===== src/design/ppmre_pkg.sv =====
// ----------------------------------------------------------------------------
// PPM range encoder package
// Shared widths, memory layout constants, command codes and the context key.
// ----------------------------------------------------------------------------
package ppmre_pkg;

   localparam int MAX_ORDER   = 4;
   localparam int CTX_ENTRIES = 256;
   localparam int CTX_IW      = 8;    // context entry index bits
   localparam int SYM_W       = 8;
   localparam int CNT_W       = 16;
   localparam int TOT_W       = 24;
   localparam int KEY_W       = 35;
   localparam int CTX_DW      = KEY_W + TOT_W;
   localparam int ROW_W       = CTX_IW + 1;
   localparam int CNT_AW      = ROW_W + SYM_W;
   localparam int CNT_DEPTH   = (CTX_ENTRIES + 1) * 256;
   localparam int ORD_W       = 3;
   localparam int ORD_IW      = 2;
   localparam int RNG_W       = 32;

   localparam logic [ROW_W-1:0] BASE_ROW  = ROW_W'(CTX_ENTRIES);
   localparam logic [CNT_W-1:0] CNT_MAX   = {CNT_W{1'b1}};
   localparam logic [TOT_W-1:0] BASE_INIT = TOT_W'(256);

   typedef enum logic {
      CMD_ENCODE = 1'b0,
      CMD_FINISH = 1'b1
   } command_type;

   // Key layout: order in the top three bits, history byte i in bits 8i+7..8i.
   function automatic logic [KEY_W-1:0] ctx_key(input logic [ORD_W-1:0] ord,
                                                input logic [31:0] hist);
      logic [KEY_W-1:0] key;
      key = {ord, 32'h0};
      for (int i = 0; i < 4; i++) begin
         if (i < int'(ord)) begin
            key[8*i +: 8] = hist[8*i +: 8];
         end
      end
      return key;
   endfunction

endpackage


===== src/design/ppmre_div.sv =====
// ----------------------------------------------------------------------------
// PPM range encoder divider
// Restoring divider, one quotient bit per cycle; gives range / total.
// ----------------------------------------------------------------------------
module ppmre_div (
   input  logic                          clock,
   input  logic                          reset,
   input  logic                          start,
   input  logic [ppmre_pkg::RNG_W-1:0]   dividend,
   input  logic [ppmre_pkg::TOT_W-1:0]   divisor,
   output logic                          done,
   output logic [ppmre_pkg::RNG_W-1:0]   quotient
);
   import ppmre_pkg::*;

   logic [RNG_W-1:0] quot_ff, quot_in;
   logic [TOT_W-1:0] rem_ff, rem_in;
   logic [TOT_W-1:0] dvs_ff, dvs_in;
   logic [5:0]       cnt_ff, cnt_in;
   logic             busy_ff, busy_in;
   logic             done_ff, done_in;
   logic [TOT_W:0]   trial;
   logic [TOT_W:0]   diff;

   always_comb begin
      trial   = {rem_ff, quot_ff[RNG_W-1]};
      diff    = trial - {1'b0, dvs_ff};
      quot_in = quot_ff;
      rem_in  = rem_ff;
      dvs_in  = dvs_ff;
      cnt_in  = cnt_ff;
      busy_in = busy_ff;
      done_in = 1'b0;
      if (start) begin
         quot_in = dividend;
         rem_in  = '0;
         dvs_in  = divisor;
         cnt_in  = 6'(RNG_W);
         busy_in = 1'b1;
      end else if (busy_ff) begin
         if (!diff[TOT_W]) begin
            rem_in  = diff[TOT_W-1:0];
            quot_in = {quot_ff[RNG_W-2:0], 1'b1};
         end else begin
            rem_in  = trial[TOT_W-1:0];
            quot_in = {quot_ff[RNG_W-2:0], 1'b0};
         end
         cnt_in = cnt_ff - 6'd1;
         if (cnt_ff == 6'd1) begin
            busy_in = 1'b0;
            done_in = 1'b1;
         end
      end
   end

   always_ff @(posedge clock) begin
      if (reset) begin
         busy_ff <= 1'b0;
         done_ff <= 1'b0;
      end else begin
         busy_ff <= busy_in;
         done_ff <= done_in;
      end
      quot_ff <= quot_in;
      rem_ff  <= rem_in;
      dvs_ff  <= dvs_in;
      cnt_ff  <= cnt_in;
   end

   assign done     = done_ff;
   assign quotient = quot_ff;

endmodule


===== config.mk =====
export PLATFORM = sky130hd
export DESIGN_NAME = ppmre_div
export DESIGN_NICKNAME = d
export VERILOG_FILES = /design/src/design/ppmre_pkg.sv /design/src/design/ppmre_div.sv
export SDC_FILE = /design/constraint.sdc
export NUM_CORES = 1
export LEC_CHECK = 0
export ABC_AREA = 1
export BUFFER_PORTS_ARGS = -buffer_cell sky130_fd_sc_hd__buf_2
export CAP_MARGIN = 20
export CORE_MARGIN = 2
export CORE_UTILIZATION = 40
export DETAILED_ROUTE_END_ITERATION = 10
export PLACE_DENSITY = 0.56
export SLEW_MARGIN = 0
export SYNTH_ARGS = -nofsm -noshare
export SYNTH_HDL_FRONTEND = slang
export SYNTH_SLANG_ARGS = --single-unit

===== constraint.sdc =====
create_clock -name clock -period 4.06 [get_ports clock]
set_input_delay 0.203 -clock clock [delete_from_list [all_inputs] [get_ports clock]]
set_output_delay 0.203 -clock clock [all_outputs]
set_load 0.03 [all_outputs]

==> metrics.md <==
| Metric | Value |
|---|---|
| Tightest Hold Check Type | primary input to flop |
| Area Overhead vs Synth | 17.04% |
| Distinct cell type count after synthesis | 38 |
| FFs w/ async S/R, synth | 0 |
| Slew margin rel. | 0.3621 |
| CTS tree | built |
| Cells after synthesis | 789 |
| Drt drc | 0 |
| Pleak | 3.520 nW |
| Layout cell share with drive strength beyond 1 | 0.1646 |
| Syn Area/Cell | 7.019 um2 |
| Setup_tns | 0 ns |
| TritonCTS Sinks | 88 |
| Synthesized flop and latch total | 88 |
| Final worst-path cycle share | 0.6135 |
| PD cells | 347.3 nW/um2 |
| Vias per cell | 4.601 |
| Drt first-iter violations | 266 |
| Clk slew on worst S/H paths | 0.07 ns |
| Antenna diodes | 0 |
| Initial antenna violation count | 0 |
| Number of flops mapped to enable cells by yosys | 56 |
| Cts repair resizes | 0 |
| Die width | 121.7 um |
| Setup repair bufs after CTS | 0 |
| Die Ht | 121.7 um |
| Core outline area | 13400 um2 |
| Initial core utilization | 0.4133 |
| Critical path required time | 4.30 ns |
| Critical path arrival | 2.73 ns |
| Crit-path max FO | 25 |
| Post-synth top flop | edfxtp_1 |
| Final setup fails | 0 |
| Tmin final | 2.491 ns |
| Syn Nets | 875 |
| H-tree levels | 3 |
| Final #Nets | 968 |
| Worst Setup End Kind | flop |
| Worst Skew | 0.007723 ns |
| Longest Clk Path Bufs | 2 |
| Root Buffer | clkbuf_16 |
| Max_cap viols | 0 |
| I/O pin total | 92 |
| Final ANT Viol Nets | 0 |
| WL/cell | 12.22 um |
| Die area | 14800 um2 |
| Vias | 4891 |
| Cells after DPL | 1047 |
| Clock Latency Late Sink | 0.35 ns |
| Row count | 42 |
| Status | complete, no violations |
| Post-synthesis sequential area ratio | 0.4193 |
| Max IR drop VDD | 0.2862 mV |
| Number of buffers created by CTS | 9 |
| Critical path class | flop to flop |
| Post-CTS Hold Fix Bufs | 0 |
| Fmax | 401.5 MHz |
| Syn. warnings | 0 |
| Pin count of the biggest net entering global routing | 62 |
| RSZ-0062 raised after global routing | false |
| Layout Cells excl Fill | 1063 |
| Core Util, Final | 0.4837 |
| GRT Total Usage | 0.1905 |
| Number of global-route vias before repair | 4936 |
| Global-route wire length before repair | 22.40 mm |
| Final Power | 2.251 mW |
| Routed WL | 12.99 mm |
| DP HPWL | 9.620 mm |
| First-pass DRT Iterations | 4 |
| Final Slew Violations | 0 |
| Count of final hold-check violations | 0 |
| Cell area after synthesis | 5538 um2 |
| GP Congestion | 0.8733 |
| Gr ovfl total | 0 |
| Least-Margin Pin Slew | 0.9510 ns |
| Critical Path Start Type | flop |
| I/O Buffers | 91 |
## routing by layer
| layer | vias up | track usage | wire length (um) |
|---|---|---|---|
| met3 | 16 | 0.05571 | 776 |
| met5 | - | 0 | 0 |
| met2 | 105 | 0.3199 | 5948 |
| met4 | 0 | 0.05029 | 201 |
| li1 | 2592 | - | - |
| met1 | 2178 | 0.2405 | 6062 |
## placed cells by master (no fill, tap or decap), drive strengths merged
| master | instances |
|---|---|
| or2 | 2 |
| ha | 26 |
| xnor2 | 7 |
| a21oi | 15 |
| clkinvlp | 1 |
| fa | 1 |
| nand4 | 8 |
| and2 | 2 |
| clkbuf | 10 |
| nand3 | 45 |
| edfxtp | 56 |
| nor3 | 4 |
| nor4 | 1 |
| xor2 | 5 |
| clkinv | 5 |
| dfxtp | 32 |
| nand3b | 4 |
| a211oi | 1 |
| nor2 | 46 |
| nand2 | 354 |
| o22ai | 1 |
| bufinv | 1 |
| nor3b | 1 |
| inv | 151 |
| and3 | 1 |
| buf | 96 |
| o21ai | 11 |
## power by group
| part | switching (mW) | internal, mW |
|---|---|---|
| combinational | 0.234 | 0.115 |
| sequential | 0.0293 | 1.02 |
| clock | 0.369 | 0.480 |
## worst max-delay path, cell delays in order (launching register included)
cell	delay [ns]
edfxtp_1	0.34
inv_1	0.06
ha_1	0.22
fa_1	0.42
inv_1	0.09
nand2_1	0.05
nand2_1	0.07
nand3_1	0.07
nand2_2	0.12
nand2_2	0.09
nand3_2	0.09
nand2_1	0.06
nand2_2	0.41
nand2_1	0.12
nand3_1	0.11
nand2_1	0.05
## final cells by class
cell class | count | area, um2
Timing Repair Buffer | 96 | 513.0
Sequential cell | 88 | 2322
Fill cell | 1364 | 6919
Clock inverter | 6 | 67.56
Clock buffer | 10 | 229.0
Tap cell | 176 | 220.2
Multi-Input combinational cell | 535 | 2559
Inverter | 152 | 570.5
## path summary, 6_finish.rpt
check	from	end	slack [ns]	depth (start not counted)
min	divisor[20]	dvs_ff[20]	0.03	1
max reg2reg	quotient[31]	rem_ff[13]	1.57	15
max	quotient[31]	rem_ff[13]	1.57	15
min reg2reg	rem_ff[2]	rem_ff[2]	0.47	2
## cell families (layout without fill, tap and decap cells)
logic type	Yosys count	in the layout	share of synthesized area
adder cells (fa/ha/maj)	27	27	0.06236
XOR/XNOR	12	12	0.01898
flip-flops	88	88	0.4193
AND/OR/NAND/NOR	468	468	0.3540
AO/OA/AOI/OAI	28	28	0.02666
buffers and inverters	166	264	0.1186
## stage by stage
step | hold slack, ns | area (um2) | setup WS [ns]
after global routing | 0.01252 | 6481 | 1.355
after CTS | 0.01363 | 6481 | 1.545
final | 0.02812 | 6481 | 1.569
after global placement | 0.3794 | 6157 | 1.606
after detailed placement | 0.3811 | 6185 | 1.578
after floorplan | 0.2791 | 5538 | 1.724
## synthesized netlist by cell type, types with 7 or more instances
cell / instances / area [um2]
edfxtp_1: 56 / 1682
xnor2_1: 7 / 61.31
clkbuf_1: 7 / 26.28
nand4_1: 7 / 43.79
a21oi_1: 14 / 70.07
nand3_1: 44 / 220.2
ha_1: 26 / 325.3
nand2_1: 333 / 1250
dfxtp_1: 32 / 640.6
inv_1: 145 / 544.3
o21ai_1: 7 / 35.03
nand2_2: 20 / 125.1
nor2_1: 40 / 150.1
## flip-flops by register name, indices dropped and copies added (netlist names)
name,count
done,1
busy_ff,1
dvs_ff,24
rem_ff,24
quotient,32
cnt_ff,6
Note: power is estimated with default switching activity, not from simulation.
