`config.mk`:
```
export PLATFORM = sky130hd
export DESIGN_NAME = ppmre_out
export DESIGN_NICKNAME = d
export VERILOG_FILES = /design/src/design/ppmre_top_dummy_placeholder.sv
export SDC_FILE = /design/constraint.sdc
export NUM_CORES = 1
export LEC_CHECK = 0
export BUFFER_PORTS_ARGS = -buffer_cell sky130_fd_sc_hd__buf_2
export CAP_MARGIN = 10
export CORE_AREA = 2 2 39 41
export DETAILED_ROUTE_END_ITERATION = 10
export DIE_AREA = 0 0 41 43
export PLACE_DENSITY = 0.58
export SLEW_MARGIN = 20
export SYNTH_ARGS = -nofsm -noshare
export SYNTH_HDL_FRONTEND = slang
export SYNTH_SLANG_ARGS = --single-unit
```
`constraint.sdc`:
```
create_clock -name clock -period 1.8 [get_ports clock]
set_clock_uncertainty 0.2 [all_clocks]
set_input_delay 0.36 -clock clock [delete_from_list [all_inputs] [get_ports clock]]
set_output_delay 0.36 -clock clock [all_outputs]
set_load 0.005 [all_outputs]
```
`src/design/ppmre_top_dummy_placeholder.sv`:
```
// ----------------------------------------------------------------------------
// PPM range encoder output stage
// Holds one result byte until the consumer takes it.
// ----------------------------------------------------------------------------
module ppmre_out (
   input  logic       clock,
   input  logic       reset,
   input  logic       load,
   input  logic [7:0] load_byte,
   input  logic       load_last,
   output logic       free,
   output logic       rsp_valid,
   input  logic       rsp_ready,
   output logic [7:0] rsp_out_byte,
   output logic       rsp_last
);
   logic       valid_ff, valid_in;
   logic [7:0] byte_ff, byte_in;
   logic       last_ff, last_in;

   always_comb begin
      free     = !valid_ff || rsp_ready;
      valid_in = valid_ff && !rsp_ready;
      byte_in  = byte_ff;
      last_in  = last_ff;
      if (load) begin
         valid_in = 1'b1;
         byte_in  = load_byte;
         last_in  = load_last;
      end
   end

   always_ff @(posedge clock) begin
      if (reset) begin
         valid_ff <= 1'b0;
      end else begin
         valid_ff <= valid_in;
      end
      byte_ff <= byte_in;
      last_ff <= last_in;
   end

   assign rsp_valid    = valid_ff;
   assign rsp_out_byte = byte_ff;
   assign rsp_last     = last_ff;

endmodule

```
==> results.cfg, run 1 <==
[critical_path]
required_ns = 1.24
crit_path_max_fanout = 2
start_kind = flip-flop
timing.critical_path.cells = nand2b_4 -> buf_2
crit_path_end_kind = output port
critical_path.max_stage_delay_ns = 0.36
arrival_time_at_the_worst_endpoint_ns = 0.80
critPathTopFamily = flip-flops
critical_path.slowest_cell = dfxtp_1
timing.critical_path.buf_inv = 1
worst-setup-path-type = reg2out

[die]
dieWidth_um = 41
floorplan.die.height_um = 43
floorplan.io_pins = 24
floorplan.initialDensity_pct = 22.9
core.rowCount = 14
core_area_sq_um = 1380
fp.dieArea_sq_um = 1760

[power]
maximum_vdd_ir_drop_uv = 639
power.density_cell_area_nw_per_um2 = 980
total_leakage_power_nw = 0.216
finalPower_w = 0.000468

[logic_synthesis]
ys.warnings.count = 0
ys_types = 5
avgSynthCellArea_sq_um = 24.4
netlist_area_pre_place_sq_um = 317
syn-num-nets = 26
synth_seq_cells = 10
post_synth_inst_count = 13
ys_seq_area_share_pct = 91.7

[final_layout]
stdcell_area_sq_um = 478
final_util_pct = 34.5
nFillCells = 137
syn2layout_area_growth_pct = 51.0
finalNetCount = 54
layout-drive-gt1-share_pct = 70.0
insertedDiodeCount = 0

[routing]
detail-route-antenna-nets = 0
drtIter0Drc = 1
routed_wire_length_per_instance_um = 10.5
viasPerCell = 3.75
detail_route.drc_violations = 0
first_pass_iters = 2
vias = 210
routed_wl_um = 589

[grt]
grt_pass1_wl_um = 745
grt.overflow.total = 0
global_route.usage.total_pct = 6.95
number_of_global_route_vias_before_repair = 189
grt_antenna_before_repair = 0
grt_max_degree = 11

[clocking]
tritoncts_num_sinks = 10
h-tree-depth = 1
post_cts_resized = 0
tritoncts_clock_tree = done
cts-hold-fix-buffers = 0
clk-insertion-delay-late_ns = 0.25
post-cts-setup-buffer-count = 0
ctsRootBufferMaster = clkbuf_4
clock_buffers_created_by_tritoncts = 3
clkSlewWorstSetupHoldPaths_ns = 0.06
max-clock-path-buffers = 2

[sta]
post-route-min-period_ns = 1.36
tns_ns = 0
final_min_period_over_clock_period_pct = 75.8
max_slew.worst_pin.slew_ns = 0.213
timing_hold_violations_final = 0
grt_setup_unrepaired = no
finalSetupViolations = 0
drv_slew = 0
maxClockFrequency_mhz = 733
worst_slew_margin_rel_pct = 85.8

[placed_design]
place.port_buffers = 23
dpl.hpwl_um = 484
place_congestion = 0.613
placedInstanceArea_sq_um = 452

[run]
cap_violations = 0

[worst_hold_path]
hold_class = in2reg

[status]
outcome = complete, no violations
## cells in the final DEF (no fill, tap or decap)
cell	instances
edfxtp_1	9
dfxtp_1	1
nand2b_4	1
a21oi_2	1
inv_1	1
buf_2	23
clkinv_1	1
clkbuf_4	3
## cell type report
cell class,count,area [sq um],share of cell area (%)
clock buffers,3,22.5,4.71
clock inverters,1,3.75,0.785
inverters,1,3.75,0.785
multi-input cells,2,22.5,4.71
flip-flops and latches,10,290,60.7
well taps,16,20.0,4.19
repair buffers,23,115,24.1
## cell usage after synthesis
| library cell | count | area share (%) |
|---|---|---|
| edfxtp_1 | 9 | 85 |
| a21oi_2 | 1 | 2.8 |
| dfxtp_1 | 1 | 6.3 |
| inv_1 | 1 | 1.2 |
| nand2b_4 | 1 | 4.3 |
## per-stage QoR
step                setup slack (ns)  instances  hold slack (ns)
floorplan                      0.754         13            0.222
global placement               0.536         52            0.275
detailed placement             0.535         52            0.284
CTS                            0.421         56           0.0496
global route                   0.400         56           0.0483
finish                         0.436         56           0.0581
## sequential cells by signal, summed over array words and instances, names as in the netlist
register and flops:
rsp_out_byte 8, rsp_last 1, rsp_valid 1
## report_power, final
group	total, W	internal, W	leakage, nW	switching (W)
combinational	0.0000407	0.0000232	0.104	0.0000175
clock	0.000150	0.0000798	0.0154	0.0000703
sequential	0.000278	0.000273	0.0964	0.00000507
## routing by layer
metal  share of wire (%)  track usage, %
met5                   0               0
met4                   0               0
met3                  23            7.85
met2                  36            8.44
met1                  41            8.87
## cells by family (layout without fill, tap and decap cells)
logic type	count (synthesis)	in the layout	share of synthesized area, %
flops	10	10	91.7
compound gates	1	1	2.77
buf+inv	1	28	1.18
simple gates	1	1	4.35
## final timing paths
| check | from | end | slack (ns) | cells past startpoint |
|---|---|---|---|---|
| min reg2reg | rsp_valid | rsp_valid | 0.29 | 2 |
| max reg2reg | rsp_valid | rsp_valid | 0.99 | 2 |
| max | rsp_valid | free | 0.44 | 2 |
| min | reset | rsp_valid | 0.06 | 2 |
(Power assumes the default switching activity.)
==> inputs of run 2 (changes only) <==
ABC_AREA = 1   (was not set)
PLACE_DENSITY = 0.6   (was 0.58)
clock period = 1.1 ns   (was 1.8 ns; I/O delays follow)
==> results.cfg, run 2 <==
[die]
dieWidth_um = 41
floorplan.die.height_um = 43
floorplan.io_pins = 24
core.rowCount = 14
fp.dieArea_sq_um = 1760
floorplan.initialDensity_pct = 22.6
core_area_sq_um = 1380

[final_layout]
syn2layout_area_growth_pct = 88.8
largest_reg_flops = 8
insertedDiodeCount = 0
final_util_pct = 42.7
most_frequent_cells_in_the_layout = buf_2 (23), dlygate4sd3_1 (10), edfxtp_1 (9)
layout-drive-gt1-share_pct = 58.5
finalNetCount = 67
most_common_library_cell_in_the_layout_ignoring_fill_and_taps = buf_2

[critical_path]
crit_path_end_kind = output port
worst-setup-path-type = reg2out
start_kind = flip-flop
arrival_time_at_the_worst_endpoint_ns = 0.76
required_ns = 0.68
ff2ff_path_depth = 4
crit_path_max_fanout = 2

[worst_hold_path]
number_of_stages_on_the_worst_hold_path = 3
hold_class = in2reg

[clocking]
max-clock-path-buffers = 2
clk-insertion-delay-late_ns = 0.25
tritoncts_num_sinks = 10
tritoncts_clock_tree = done
clock_buffers_created_by_tritoncts = 3
ctsRootBufferMaster = clkbuf_4
h-tree-depth = 1
clkSlewWorstSetupHoldPaths_ns = 0.06

[power]
total_leakage_power_nw = 0.266
finalPower_w = 0.000802
maximum_vdd_ir_drop_uv = 581
power.density_cell_area_nw_per_um2 = 1360

[grt]
grt_max_degree = 11
global_route.usage.total_pct = 9.09
grt_antenna_before_repair = 0
grt_pass1_wl_um = 917
grt.overflow.total = 0
number_of_global_route_vias_before_repair = 239

[routing]
wl_met1_um = 249
vias = 253
first_pass_iters = 2
routed_wire_length_per_instance_um = 9.22
topRoutingLayerUsed = met4
met2RoutedLength_um = 274
detail_route.drc_violations = 0
viasPerCell = 3.67
routed_wl_um = 636
routed-wl-met3_um = 99
detail-route-antenna-nets = 0
drtIter0Drc = 1

[logic_synthesis]
synth.cells.most_frequent = edfxtp_1 (9), inv_1 (2), a21oi_2 (1), dfxtp_1 (1), nand2_2 (1)
post_synth_inst_count = 14
ys.warnings.count = 0
synth_seq_cells = 10
ys_types = 5
postSynth.topFlopCell = edfxtp_1
avgSynthCellArea_sq_um = 22.3
synth-edff-count = 9
synth.top_cell.area_share_pct = 86.4
async_flop_share_pct = 0
ys_seq_area_share_pct = 92.8
synth_top_cells_by_area = edfxtp_1 (86%), dfxtp_1 (6.4%), a21oi_2 (2.8%), inv_1 (2.4%), nand2_2 (2.0%)
netlist_area_pre_place_sq_um = 313
syn-num-nets = 27
yosys.area.top_type = edfxtp_1
yosys.cell_count.top_type = edfxtp_1

[run]
cap_violations = 0

[sta]
max_slew.worst_pin.slew_ns = 0.215
finalSetupViolations = 11
drv_slew = 0
hold_slack_ns = 0.116
maxClockFrequency_mhz = 847
timing_hold_violations_final = 0
tns_ns = -0.603
worst_slew_margin_rel_pct = 85.7
grt_setup_unrepaired = yes
layout_setup_ws_ns = -0.0808
post-route-min-period_ns = 1.18
final_min_period_over_clock_period_pct = 107

[status]
failed_checks = negative setup slack
outcome = finished, violations left

[placed_design]
dpl.hpwl_um = 445
place.port_buffers = 23
place_congestion = 0.603
==> run 2: cell count changes in the layout (fill, tap and decap cells not counted), sizes merged <==
cell	change
buf	+2
dlygate4sd3	+10
clkinv	-1
nand2	+1
inv	+1
clkbuf	+1
nand2b	-1
==> run 2: path summary, 6_finish.rpt <==
kind                            startpoint   endpoint  slack, ns
worst min register to register   rsp_valid  rsp_valid       0.44
worst min-delay path                  load  rsp_valid       0.12
worst max register to register   rsp_valid  rsp_valid       0.11
worst max-delay path             rsp_valid       free      -0.08
==> run 2: cells by family after synthesis <==
| family | count (synthesis) | synth area share, % |
|---|---|---|
| buf+inv | 2 | 2.40 |
| flops | 10 | 92.8 |
| compound gates | 1 | 2.80 |
| simple gates | 1 | 2.00 |
==> run 2: cell type report <==
class	instances	area (sq um)
sequential	10	292
timing repair buffer	35	230
tap	16	20.0
multi-input combinational	2	15.0
clock buffer	4	26.3
fill	144	793
inverter	2	7.51
==> run 2: timing repair <==
action	4_1_cts	5_1_grt
gates cloned	0	0
endpoints found under the setup margin	11	11
setup buffers	1	1
hold buffers	10	0
hold endpoints to repair	10	0
pin swaps	1	1
gates resized for setup	1	0
==> run 2: per-layer routing <==
layer  track usage, %  vias to the layer above
met4             10.0                        0
met3             5.24                        2
met5                0                        -
met1             9.18                      105
met2             11.6                       19
li1                 -                      127
==> run 2: power by group <==
part           internal [W]  switching [W]
clock              0.000140       0.000112
sequential         0.000446     0.00000668
combinational     0.0000630      0.0000339
==> run 2: metrics by stage <==
step	std cells	setup slack (ns)	cell area [sq um]
6_report	69	-0.0808	591
5_1_grt	69	-0.118	591
4_1_cts	68	-0.0799	583
3_5_place_dp	53	0.132	448
3_3_place_gp	53	0.143	448
2_1_floorplan	14	0.274	313
==> run 2: critical path: stages, from the launching register on <==
cell     delay [ns]
dfxtp_2        0.33
nand2_2        0.06
buf_2          0.12
